**config.mk**
```make
export PLATFORM = sky130hd
export DESIGN_NAME = ogg_page_deframer
export DESIGN_NICKNAME = d
export VERILOG_FILES = /design/src/design/opd_pkg.sv /design/src/design/opd_parser.sv /design/src/design/ogg_page_deframer.sv
export SDC_FILE = /design/constraint.sdc
export NUM_CORES = 1
export LEC_CHECK = 0
export BUFFER_PORTS_ARGS = -buffer_cell sky130_fd_sc_hd__buf_2
export CELL_PAD_IN_SITES_DETAIL_PLACEMENT = 0
export CELL_PAD_IN_SITES_GLOBAL_PLACEMENT = 1
export CORE_UTILIZATION = 51
export CTS_CLUSTER_SIZE = 24
export DETAILED_ROUTE_END_ITERATION = 7
export GPL_TIMING_DRIVEN = 0
export HOLD_SLACK_MARGIN = 0.12
export PLACE_DENSITY_LB_ADDON = 0.1
export RECOVER_POWER = 100
export REMOVE_ABC_BUFFERS = 1
export SETUP_SLACK_MARGIN = 0.2
export SLEW_MARGIN = 20
export SYNTH_ARGS = -nofsm -noshare
export SYNTH_HDL_FRONTEND = slang
export SYNTH_SLANG_ARGS = --single-unit
```
**constraint.sdc**
```tcl
create_clock -name clk -period 6.75 [get_ports clk]
set_clock_uncertainty 0.1 [all_clocks]
set_input_delay 1.6875 -clock clk [delete_from_list [all_inputs] [get_ports clk]]
set_output_delay 1.6875 -clock clk [all_outputs]
set_load 0.01 [all_outputs]
```
**src/design/opd_pkg.sv**
```systemverilog
package opd_pkg;

    // Page header layout
    localparam logic [31:0] CAPTURE_PATTERN = 32'h5367674F;
    localparam logic [7:0]  OGG_VERSION     = 8'h00;
    localparam logic [4:0]  HEADER_LEN      = 5'd27;
    localparam logic [4:0]  SEG_COUNT_POS   = 5'd26;
    localparam logic [4:0]  VERSION_POS     = 5'd4;
    localparam logic [4:0]  CAPTURE_LEN     = 5'd4;

    // Result status codes
    typedef enum logic [1:0] {
        ST_OK          = 2'd0,
        ST_BAD_CAPTURE = 2'd1,
        ST_BAD_VERSION = 2'd2,
        ST_PREMATURE   = 2'd3
    } opd_status_t;

    // Parser phase
    typedef enum logic [2:0] {
        PH_HEADER  = 3'b001,
        PH_TABLE   = 3'b010,
        PH_PAYLOAD = 3'b100
    } opd_phase_t;

    // One result from the parser toward the output register
    typedef struct packed {
        logic        vld;
        logic [7:0]  payload_byte;
        logic        byte_valid;
        logic        page_end;
        opd_status_t status;
    } opd_result_t;

    // Expected capture byte at header position 0..3
    function automatic logic [7:0] capture_byte(input logic [1:0] idx);
        logic [7:0] b;
        case (idx)
            2'd0:    b = CAPTURE_PATTERN[7:0];
            2'd1:    b = CAPTURE_PATTERN[15:8];
            2'd2:    b = CAPTURE_PATTERN[23:16];
            default: b = CAPTURE_PATTERN[31:24];
        endcase
        return b;
    endfunction

endpackage

```
**src/design/opd_parser.sv**
```systemverilog
module opd_parser (
    input  logic                clk,
    input  logic                rst_n,
    input  logic                step,
    input  logic [7:0]          data,
    input  logic                last,
    output opd_pkg::opd_result_t res
);
    import opd_pkg::*;

    opd_phase_t  phase_reg, phase_next;
    logic [4:0]  hpos_reg, hpos_next;
    logic [7:0]  table_left_reg, table_left_next;
    logic [15:0] payload_left_reg, payload_left_next;
    logic        halted_reg, halted_next;

    logic [4:0]  hpos;
    logic [15:0] sum;
    logic [7:0]  tl_dec;

    // Next state and result for the byte in the input register
    always_comb
    begin
        phase_next        = phase_reg;
        hpos_next         = hpos_reg;
        table_left_next   = table_left_reg;
        payload_left_next = payload_left_reg;
        halted_next       = halted_reg;
        res               = '{vld: 1'b0, payload_byte: 8'd0, byte_valid: 1'b0,
                              page_end: 1'b0, status: ST_OK};
        hpos   = (hpos_reg >= HEADER_LEN) ? 5'd0 : hpos_reg;
        sum    = payload_left_reg + {8'd0, data};
        tl_dec = table_left_reg - 8'd1;

        if (!halted_reg)
        begin
            unique case (phase_reg)
                PH_PAYLOAD:
                begin
                    if (payload_left_reg <= 16'd1)
                    begin
                        payload_left_next = 16'd0;
                        phase_next        = PH_HEADER;
                        hpos_next         = 5'd0;
                        res = '{1'b1, data, 1'b1, 1'b1, ST_OK};
                    end
                    else if (last)
                    begin
                        halted_next = 1'b1;
                        res = '{1'b1, 8'd0, 1'b0, 1'b0, ST_PREMATURE};
                    end
                    else
                    begin
                        payload_left_next = payload_left_reg - 16'd1;
                        res = '{1'b1, data, 1'b1, 1'b0, ST_OK};
                    end
                end
                PH_TABLE:
                begin
                    payload_left_next = sum;
                    table_left_next   = tl_dec;
                    if (tl_dec != 8'd0)
                    begin
                        if (last)
                        begin
                            halted_next = 1'b1;
                            res = '{1'b1, 8'd0, 1'b0, 1'b0, ST_PREMATURE};
                        end
                    end
                    else if (sum == 16'd0)
                    begin
                        phase_next = PH_HEADER;
                        hpos_next  = 5'd0;
                        res = '{1'b1, 8'd0, 1'b0, 1'b1, ST_OK};
                    end
                    else
                    begin
                        phase_next = PH_PAYLOAD;
                        if (last)
                        begin
                            halted_next = 1'b1;
                            res = '{1'b1, 8'd0, 1'b0, 1'b0, ST_PREMATURE};
                        end
                    end
                end
                default:
                begin
                    // Header phase, also taken by any unused phase code
                    phase_next = PH_HEADER;
                    hpos_next  = hpos;
                    if (hpos == SEG_COUNT_POS)
                    begin
                        hpos_next         = 5'd0;
                        payload_left_next = 16'd0;
                        if (data == 8'd0)
                        begin
                            res = '{1'b1, 8'd0, 1'b0, 1'b1, ST_OK};
                        end
                        else
                        begin
                            table_left_next = data;
                            phase_next      = PH_TABLE;
                            if (last)
                            begin
                                halted_next = 1'b1;
                                res = '{1'b1, 8'd0, 1'b0, 1'b0, ST_PREMATURE};
                            end
                        end
                    end
                    else if (last)
                    begin
                        halted_next = 1'b1;
                        res = '{1'b1, 8'd0, 1'b0, 1'b0, ST_PREMATURE};
                    end
                    else if (hpos < CAPTURE_LEN && data != capture_byte(hpos[1:0]))
                    begin
                        halted_next = 1'b1;
                        res = '{1'b1, 8'd0, 1'b0, 1'b0, ST_BAD_CAPTURE};
                    end
                    else if (hpos == VERSION_POS && data != OGG_VERSION)
                    begin
                        halted_next = 1'b1;
                        res = '{1'b1, 8'd0, 1'b0, 1'b0, ST_BAD_VERSION};
                    end
                    else
                    begin
                        hpos_next = hpos + 5'd1;
                    end
                end
            endcase
        end
    end

    // Advance parser state when a byte leaves the input register
    always_ff @(posedge clk or negedge rst_n)
    begin
        if (!rst_n)
        begin
            phase_reg        <= PH_HEADER;
            hpos_reg         <= 5'd0;
            table_left_reg   <= 8'd0;
            payload_left_reg <= 16'd0;
            halted_reg       <= 1'b0;
        end
        else if (step)
        begin
            phase_reg        <= phase_next;
            hpos_reg         <= hpos_next;
            table_left_reg   <= table_left_next;
            payload_left_reg <= payload_left_next;
            halted_reg       <= halted_next;
        end
    end

endmodule

```
**src/design/ogg_page_deframer.sv**
```systemverilog
// Ogg page deframer.
// Input channel (in_valid / in_ready): one file byte per transaction on data_byte, with
// stream_end high on the final byte of the file.
// Output channel (out_valid / out_ready): payload bytes of each page, one per transaction,
// byte_valid high and page_end high on the last byte of the page. A page with no payload
// gives a single transaction with byte_valid low and page_end high. Header and segment
// table bytes give no transaction.
// Errors (bad capture pattern, bad version, end of stream inside a page) give one
// transaction with the status code; after that the block swallows all input and sends
// nothing until reset.
// A byte accepted into the input register is parsed out of it combinationally and its
// result is loaded into the result register when the byte moves on. Throughput: one byte per
// cycle while the output is not stalled, set by the single pass of counter and
// compare logic between the two registers.
// Reset clears the valid bits of both registers and puts the parser at the start of a page header.
// When out_ready is low and a result waits, the result register holds and the byte in the
// input register waits behind it, whether or not it gives a result; with a byte held, in_ready
// then stays low until the waiting result is taken.
module ogg_page_deframer (
    input  logic       clk,
    input  logic       rst_n,
    input  logic       in_valid,
    output logic       in_ready,
    input  logic [7:0] data_byte,
    input  logic       stream_end,
    output logic       out_valid,
    input  logic       out_ready,
    output logic [7:0] payload_byte,
    output logic       byte_valid,
    output logic       page_end,
    output logic [1:0] status
);
    import opd_pkg::*;

    logic        in_vld_reg;
    logic [7:0]  data_reg;
    logic        end_reg;
    logic        out_vld_reg;
    logic [7:0]  payload_reg;
    logic        bvalid_reg;
    logic        pend_reg;
    logic [1:0]  status_reg;
    logic        step;
    opd_result_t res;

    // Move the held byte on when the result register is free or being emptied
    assign step     = in_vld_reg && (!out_vld_reg || out_ready);
    assign in_ready = !in_vld_reg || step;

    // Input register
    always_ff @(posedge clk or negedge rst_n)
    begin
        if (!rst_n)
        begin
            in_vld_reg <= 1'b0;
        end
        else if (in_ready)
        begin
            in_vld_reg <= in_valid;
        end
    end

    always_ff @(posedge clk)
    begin
        if (in_valid && in_ready)
        begin
            data_reg <= data_byte;
            end_reg  <= stream_end;
        end
    end

    opd_parser u_parser (
        .clk   (clk),
        .rst_n (rst_n),
        .step  (step),
        .data  (data_reg),
        .last  (end_reg),
        .res   (res)
    );

    // Result register
    always_ff @(posedge clk or negedge rst_n)
    begin
        if (!rst_n)
        begin
            out_vld_reg <= 1'b0;
        end
        else if (step && res.vld)
        begin
            out_vld_reg <= 1'b1;
        end
        else if (out_ready)
        begin
            out_vld_reg <= 1'b0;
        end
    end

    always_ff @(posedge clk)
    begin
        if (step && res.vld)
        begin
            payload_reg <= res.payload_byte;
            bvalid_reg  <= res.byte_valid;
            pend_reg    <= res.page_end;
            status_reg  <= res.status;
        end
    end

    assign out_valid    = out_vld_reg;
    assign payload_byte = payload_reg;
    assign byte_valid   = bvalid_reg;
    assign page_end     = pend_reg;
    assign status       = status_reg;

endmodule

```
=== Word-level counts from Yosys, hierarchy flattened ===
Cells that the tools add are included.
W data, S select, Z words.

* Output and inout bits: 14
* Register bits: 56
* Word-level logic and storage cells: 109

* Eq/ne operators: 12
* Muxes and demuxes: 52
* Magnitude comparators: 3
* Add/subtract/negate cells: 4
* Reductions and logical operators: 23
* Bitwise operators: 2

{| class="wikitable"
|+ Operator list
! kind !! count
|-
| $mux W13 || 10
|-
| $mux W16 || 3
|-
| $mux W8 || 6
|-
| $mux W5 || 8
|-
| $pmux W16 S2 || 1
|-
| $pmux W13 S2 || 1
|-
| $add A16 B8 Y16 || 1
|-
| $le A16 B1 Y1 const B || 1
|-
| $logic_not A16 Y1 || 1
|-
| $pmux W8 S2 || 1
|-
| $reduce_bool A8 Y1 || 2
|-
| $sub A16 B1 Y16 const B || 1
|-
| $mux W1 || 12
|-
| $mux W12 || 1
|-
| $mux W3 || 4
|-
| $pmux W6 S2 || 1
|-
| $pmux W5 S2 || 1
|-
| $reduce_and A5 Y1 || 2
|-
| $logic_not A8 Y1 || 1
|-
| $ne A8 B8 Y1 || 1
|-
| $reduce_and A4 Y1 || 2
|-
| $sub A8 B1 Y8 const B || 1
|-
| $pmux W3 S2 || 1
|-
| $add A5 B1 Y5 const B || 1
|-
| other kinds (21) || 32
|}

=== Depth between registers and ports, before layout ===
Gate-level depths: netlist of run 1.

* Word-level depth: 18
* Mapped depth: 14
* Depth with buffers taken out: 13

=== Hierarchy ===
Synthesis of run 1 repeated with hierarchy kept, for this count alone.

* Cells, all modules: 448
* Area total of the unflattened synthesis: 3856.2 sq um

{| class="wikitable"
|+ By module, submodules not included
! module !! area an instance (sq um) !! times used !! cells an instance
|-
| opd_parser || 3116.7 || 1 || 417
|-
| ogg_page_deframer || 739.5 || 1 || 31
|}

=== Worst setup path before layout of run 1 ===
Ideal clock, no wire load.

* Path kind: input -> register
* From: input out_ready
* To: register bvalid_reg (netlist: byte_valid), enable pin
* Library setup time: 0.396 ns
* Arrival: 3.587 ns
* Stages: 4
* Data required time: 6.254 ns
* Setup slack: 2.667 ns
* Path through: and2b_2 nor3b_1 o21ai_0 nor3_1

* Longest elaborated chain between the ends: 3

{| class="wikitable"
|+ Ends and longest elaborated chain
! what !! RTL line !! text
|-
| start, declared || ogg_page_deframer.sv:27 || <nowiki>input logic out_ready,</nowiki>
|-
| $logic_or A1 B1 Y1 || ogg_page_deframer.sv:47 || <nowiki>assign step = in_vld_reg && (!out_vld_reg || out_ready);</nowiki>
|-
| $logic_and A1 B1 Y1 || ogg_page_deframer.sv:47 ||
|-
| $logic_and A1 B1 Y1 || ogg_page_deframer.sv:100 || <nowiki>if (step && res.vld)</nowiki>
|-
| end signal, assigned || ogg_page_deframer.sv:103 || <nowiki>bvalid_reg <= res.byte_valid;</nowiki>
|-
| end, declared || ogg_page_deframer.sv:40 || <nowiki>logic bvalid_reg;</nowiki>
|}

No other way between the ends.
A chain may end at the register's enable or synchronous reset.

=== Final worst setup path of run 1 ===
* From: register data_reg[0]
* To: register u_parser.hpos_reg[3]

* Longest elaborated chain between the ends: 7

{| class="wikitable"
|+ Ends and longest elaborated chain
! what !! RTL line !! text
|-
| start, declared || ogg_page_deframer.sv:36 || <nowiki>logic [7:0] data_reg;</nowiki>
|-
| start signal, assigned || ogg_page_deframer.sv:67 || <nowiki>data_reg <= data_byte;</nowiki>
|-
| parallel branches: the longest is 7 deep, another holds $add A16 B8 Y16 || - ||
|-
| end signal, assigned || opd_parser.sv:148 || <nowiki>hpos_reg <= hpos_next;</nowiki>
|-
| end, declared || opd_parser.sv:12 || <nowiki>logic [4:0] hpos_reg, hpos_next;</nowiki>
|}

Several ways; the timed one is not identified.

==> results of run 1 <==
[cell type report]
| type | instances | share of cell area, % |
|---|---|---|
| multi-input combinational | 362 | 54.3 |
| tap | 99 | 2.97 |
| clock buffer | 5 | 1.65 |
| clock inverter | 3 | 0.811 |
| sequential | 56 | 36.2 |
| inverter | 15 | 1.35 |
| timing repair buffer | 27 | 2.76 |
[through the flow]
stage	cell area [um2]	hold slack, ps
2_1_floorplan	3870	373
3_3_place_gp	4120	402
3_5_place_dp	4140	414
4_1_cts	4240	441
5_1_grt	4170	506
6_report	4170	441
[cells in the mapped netlist (4+ instances only)]
master	instances
nor4_1	6
clkbuf_1	12
nand3b_1	4
nor2_1	46
edfxtp_1	21
nor3_1	22
and2_1	12
o22ai_1	9
o211ai_1	7
xnor2_1	11
and3_1	4
nand3_1	11
nand2b_1	8
dfrtp_1	34
ha_1	15
or2_2	5
a21oi_1	29
a31oi_1	4
xor2_1	11
o21ai_0	42
nand2_1	45
inv_1	15
[cell families after synthesis]
kind of cell,after synthesis,synth area share [%]
buffers and inverters,34,4.21
adders and majority gates,16,5.22
xor gates and xnor gates,22,4.84
and+or+nand+nor,180,22.9
AOI/OAI and AO/OA,139,23.3
muxes,5,1.67
DFF,56,37.9
[layout by cell type, fill, tap and decap left out, types with 4 or more instances in the layout]
| cell type | synthesis | layout |
|---|---|---|
| or2_2 | 5 | 5 |
| buf_2 | 2 | 11 |
| clkbuf_8 | 3 | 5 |
| nor3_1 | 22 | 22 |
| a21oi_1 | 29 | 29 |
| clkbuf_1 | 12 | 16 |
| inv_1 | 15 | 15 |
| xor2_1 | 11 | 11 |
| ha_1 | 15 | 15 |
| dfrtp_1 | 34 | 34 |
| nor2_1 | 46 | 46 |
| xnor2_1 | 11 | 11 |
| nand2_1 | 45 | 45 |
| o22ai_1 | 9 | 9 |
| o211ai_1 | 7 | 7 |
| edfxtp_1 | 21 | 21 |
| and2_0 | 0 | 9 |
| o21ai_0 | 42 | 42 |
| nand3b_1 | 4 | 4 |
| and3_1 | 4 | 4 |
| nand2b_1 | 8 | 8 |
| a31oi_1 | 4 | 4 |
| nand3_1 | 11 | 11 |
| nor4_1 | 6 | 7 |
[power by group]
part | internal, W | switching [W] | leakage [nW]
Sequential | 0.000361 | 0.0000160 | 0.652
Clock | 0.0000786 | 0.000126 | 0.0515
Combinational | 0.0000299 | 0.0000565 | 0.880
Total | 0.000469 | 0.000199 | 1.58
[worst min-delay path, cell delays in order, from the launching register on]
cell,delay [ps]
dfrtp_1,390
nand2_1,50
o21ai_0,60
[worst min path at each step]
stage / endpoint / slack, ps / cells past startpoint
floorplan: u_parser.table_left_reg[1] / 370 / 2
global placement: u_parser.table_left_reg[1] / 400 / 2
detailed placement: u_parser.table_left_reg[1] / 410 / 2
CTS: u_parser.table_left_reg[1] / 440 / 2
global route: u_parser.table_left_reg[1] / 510 / 2
finish: u_parser.table_left_reg[1] / 440 / 2
[layer usage]
metal	share of wire, %	global-route usage, %
met1	45	36.5
met2	47	41.3
met3	6.7	4.29
met4	0.75	5.51
met5	0	0
==> results.yml, run 1 <==
sta:
  slew_violations: 46
  hold_viol_final: 0
  fmax_mhz: 226
  tightest_slew_ps: 2110
  setup_viol: 0
  fin_crit_ps: 4420
  rsz0062_at_grt: "false"
  slew-limit-headroom_pct: -40.4
  fin_ws_ps: 2330
  fin_crit_sh_pct: 65.5
  finalSetupTns_ps: 0
placed_design:
  io_buffers: 26
  place.gp.congestion: 0.901
  dp.cells: 559
  dp_hpwl_mm: 7.20
  dp_worst_setup_slack_ps: 2330
cts:
  clk_latency_ps: 320
  post_cts_buffers: 0
  cts_buffers: 5
  post_cts_resized: 0
  cts_sinks: 56
  ctsLongestPathBuffers: 2
  cts_tree: "yes"
  clkSlewWorstSetupHoldPaths_ps: 120
  ctsHoldBuffers: 0
  h-tree-depth: 2
  clockRootBuffer: "clkbuf_8"
worst_setup_path:
  r2r_setup_slack_ps: 2330
  cp_slowest_cell: "nor4_1"
  cp_slowest_stage_delay_ps: 1090
  cp_cell_sequence: "ha_1 > fa_1 > a211oi_1 > nor3_1 > o21ai_0 > mux2i_1 > nand2_1 > nor4_1 > o21a_4 > mux2_1"
  crit_path_start_kind: "flip-flop"
  cp.arrival_ps: 4530
  regToRegStartpoint: "data_reg[0]"
  rr_endpoint: "u_parser.hpos_reg[3]"
  cp_max_fo: 8
  reg2regPathDepth: 10
  crit_buf_inv: 0
  cp_num_cells: 10
  cp-end-kind: "flip-flop"
  endpoint: "u_parser.hpos_reg[3]"
  crit_start: "data_reg[0]"
  cp.required_ps: 6860
  cp_top_family: "simple AND/OR/NAND/NOR gates"
  critPathKind: "reg2reg"
global_routing:
  grt_pass1_wl_mm: 16.8
  grt_max_degree: 36
  grtUsageTotal_pct: 25.7
  grt.overflow.total: 0
  antenna_found_initial: 0
  grt_pass1_vias: 3237
pwr:
  powerDensity_mw_per_mm2: 160
  ir_drop_v: 0.000104
  p_leak_nw: 1.58
  total_power_w: 0.000668
logic_synthesis:
  netlist_area_mm2: 0.00398
  synth-seq-area-share_pct: 37.9
  syn_inst: 452
  synth-edff-count: 21
  syn_avg_cell_area_um2: 8.80
  yosys.area.top_type: "dfrtp_1"
  synth_top_area_share_pct: 21.4
  synth-warning-count: 0
  synth_ff_type: "dfrtp_1"
  yosysUniqueCellTypes: 73
  async_reset_ff_share_pct: 62.5
  synth_area_leaders: "dfrtp_1 21%, edfxtp_1 16%, o21ai_0 5.3%, ha_1 4.7%, nor2_1 4.3%"
  synth_seq_cells: 56
final_layout:
  area_growth_syn_to_layout_pct: 4.72
  drive_gt1_share_pct: 8.55
  seq_area_mm2: 0.00151
  multi_input_area_mm2: 0.00226
  diodes: 0
  fin_nets: 496
  largest_reg_flops: 16
  instances_no_fill: 567
  utilization_pct: 56.2
  nFillCells: 685
worst_hold_path:
  worstHoldStart: "u_parser.table_left_reg[1]"
  hold_path_class: "reg2reg"
floorplan:
  die-area_mm2: 0.00816
  dieWidth_um: 90.3
  start_util_pct: 53.7
  die_y_um: 90.3
  placementRows: 31
  top_level_ports: 27
  design.core.area_mm2: 0.00741
flow_run:
  maxCapViolCount: 2
drt:
  drtIter0Drc: 216
  vias: 3516
  wl_mm: 10.1
  drc_errors: 0
  postRouteAntennaNets: 0
  post_drt_wl_per_cell_um: 17.8
  firstDrtPassIters: 5
  vias_per_cell: 6.20
outcome:
  violations: "capacitance limit, slew limit"
  outcome: "finished, violations left"
Power figures use the tool's default switching activity.
==> inputs of run 2 (changes only) <==
--- a/config.mk
+++ b/config.mk
@@ -8,7 +8,7 @@
 export BUFFER_PORTS_ARGS = -buffer_cell sky130_fd_sc_hd__buf_2
 export CELL_PAD_IN_SITES_DETAIL_PLACEMENT = 0
 export CELL_PAD_IN_SITES_GLOBAL_PLACEMENT = 1
-export CORE_UTILIZATION = 51
+export CORE_UTILIZATION = 42
 export CTS_CLUSTER_SIZE = 24
 export DETAILED_ROUTE_END_ITERATION = 7
 export GPL_TIMING_DRIVEN = 0
==> constraint.sdc (replaced) <==
create_clock -name clk -period 4 [get_ports clk]
set_clock_uncertainty 0.1 [all_clocks]
set_input_delay 1 -clock clk [delete_from_list [all_inputs] [get_ports clk]]
set_output_delay 1 -clock clk [all_outputs]
set_load 0.01 [all_outputs]
==> results.yml, run 2 (same netlist as run 1, synthesis figures left out) <==
sta:
  hold_ws_ps: 429
  setup_viol: 0
  slew-limit-headroom_pct: -39.2
  slew_violations: 36
  rsz0062_at_grt: "false"
  fin_crit_sh_pct: 91.2
  tightest_slew_ps: 2090
  fin_crit_ps: 3650
  finalSetupTns_ps: 0
  fmax_mhz: 274
  hold_viol_final: 0
global_routing:
  grt_use_met1_pct: 33.0
  grt_pass1_vias: 3290
  grt_pass1_wl_mm: 17.8
  antenna_found_initial: 0
  grtUsageTotal_pct: 23.3
  grt_max_degree: 36
  grt.overflow.total: 0
  grtUsageMet2_pct: 38.0
  busiest_layer: "met2"
  grt_use_met3_pct: 2.60
drt:
  vias_per_cell: 6.07
  drc_errors: 0
  firstDrtPassIters: 4
  vias: 3531
  drtIter0Drc: 245
  post_drt_wl_per_cell_um: 18.9
  postRouteAntennaNets: 0
  wl_mm: 11.0
placed_design:
  io_buffers: 26
  dp_hpwl_mm: 7.69
  dp.cells: 571
  place.gp.congestion: 0.818
final_layout:
  drive_gt1_share_pct: 9.98
  mostFrequentLayoutCells: "46 x nor2_1, 45 x nand2_1, 41 x o21ai_0"
  final_common_cell: "nor2_1"
  utilization_pct: 46.0
  fin_nets: 499
  area_growth_syn_to_layout_pct: 6.23
  instances_no_fill: 582
  nFillCells: 908
  largest_reg_flops: 16
  diodes: 0
floorplan:
  top_level_ports: 27
  die-area_mm2: 0.00987
  start_util_pct: 43.3
  dieWidth_um: 99.3
  design.core.area_mm2: 0.00920
  placementRows: 35
  die_y_um: 99.3
outcome:
  violations: "capacitance limit, slew limit"
  outcome: "finished, violations left"
cts:
  cts_tree: "yes"
  cts_sinks: 56
  ctsHoldBuffers: 0
  h-tree-depth: 2
  clk_latency_ps: 340
  clkSlewWorstSetupHoldPaths_ps: 130
  ctsLongestPathBuffers: 2
  cts_buffers: 5
  clockRootBuffer: "clkbuf_8"
worst_setup_path:
  cp-end-kind: "flip-flop"
  crit_path_start_kind: "flip-flop"
  cp_num_cells: 10
  cp_slowest_cell: "edfxtp_1"
  reg2regPathDepth: 10
  crit_buf_inv: 0
  cp_top_family: "simple AND/OR/NAND/NOR gates"
  cp_cell_sequence: "ha_1 > fa_1 > a211oi_2 > nor2_1 > mux2_4 > nor4_2 > nand4_1 > nor4_4 > o21a_1 > mux2_1"
  cp_max_fo: 5
  cp.arrival_ps: 3780
  cp_slowest_stage_delay_ps: 510
  critPathKind: "reg2reg"
  cp.required_ps: 4130
flow_run:
  maxCapViolCount: 1
worst_hold_path:
  holdPathStages: 2
  hold_path_class: "reg2reg"
pwr:
  ir_drop_v: 0.000169
  powerDensity_mw_per_mm2: 272
  p_leak_nw: 1.59
-- run 2: cell count changes in the layout (fill, tap and decap cells not counted), moves of 2 or more --
cell / before / now
buf_4: 0 / 2
nor4_1: 7 / 5
nor3_1: 22 / 20
nor3_2: 1 / 3
-- run 2: cell type report --
class,count,area [um2],area share [%]
multi-input combinational,362,2290,54.3
sequential,56,1510,35.7
tap,111,139,3.29
timing repair buffer,30,134,3.17
clock buffer,5,68.8,1.63
inverter,15,56.3,1.33
clock inverter,3,27.5,0.651
-- run 2: through the flow --
step / cell area, um2 / worst slack, ps / power [W]
2_1_floorplan: 3870 / 76.1 / 0.000742
3_3_place_gp: 4140 / -697 / 0.000797
3_5_place_dp: 4150 / 110 / 0.000800
4_1_cts: 4260 / 292 / 0.00116
5_1_grt: 4230 / 137 / 0.00120
6_report: 4230 / 353 / 0.00115
-- run 2: what timing repair did --
action	in CTS	in global routing
buffers inserted	1	2
pin swaps	1	1
setup endpoints to repair	9	23
resized for setup	1	3
-- run 2: worst register-to-register path: cells and delay by family, from the launching register on --
kind | cells | cell delay, ps
AO/OA/AOI/OAI | 2 | 550
multiplexers | 2 | 660
flip-flops | 1 | 510
adder cells (fa/ha/maj) | 2 | 720
AND/OR/NAND/NOR | 4 | 1020
-- run 2: final timing paths --
| check | startpoint | endpoint | slack (ps) |
|---|---|---|---|
| max in group asynchronous | rst_n | u_parser.table_left_reg[7] | 1460 |
| min in group asynchronous | rst_n | u_parser.hpos_reg[3] | 1140 |
| hold reg to reg | u_parser.table_left_reg[1] | u_parser.table_left_reg[1] | 430 |
| setup reg to reg | data_reg[0] | u_parser.hpos_reg[0] | 350 |
| hold / removal | u_parser.table_left_reg[1] | u_parser.table_left_reg[1] | 430 |
| setup / recovery | data_reg[0] | u_parser.hpos_reg[0] | 350 |
-- run 2: where the power goes --
| group | internal, W | switching, W |
|---|---|---|
| registers | 0.000609 | 0.0000283 |
| clock network | 0.000130 | 0.000232 |
| logic | 0.0000519 | 0.0000990 |
-- run 2: per-layer routing --
metal  vias to the layer above  wire [um]  share of wire, %
li1                       1704          -                 -
met1                      1727       5310                48
met2                        88       5140                47
met3                        12        388               3.5
met4                         0        163               1.5
met5                         -          0                 0
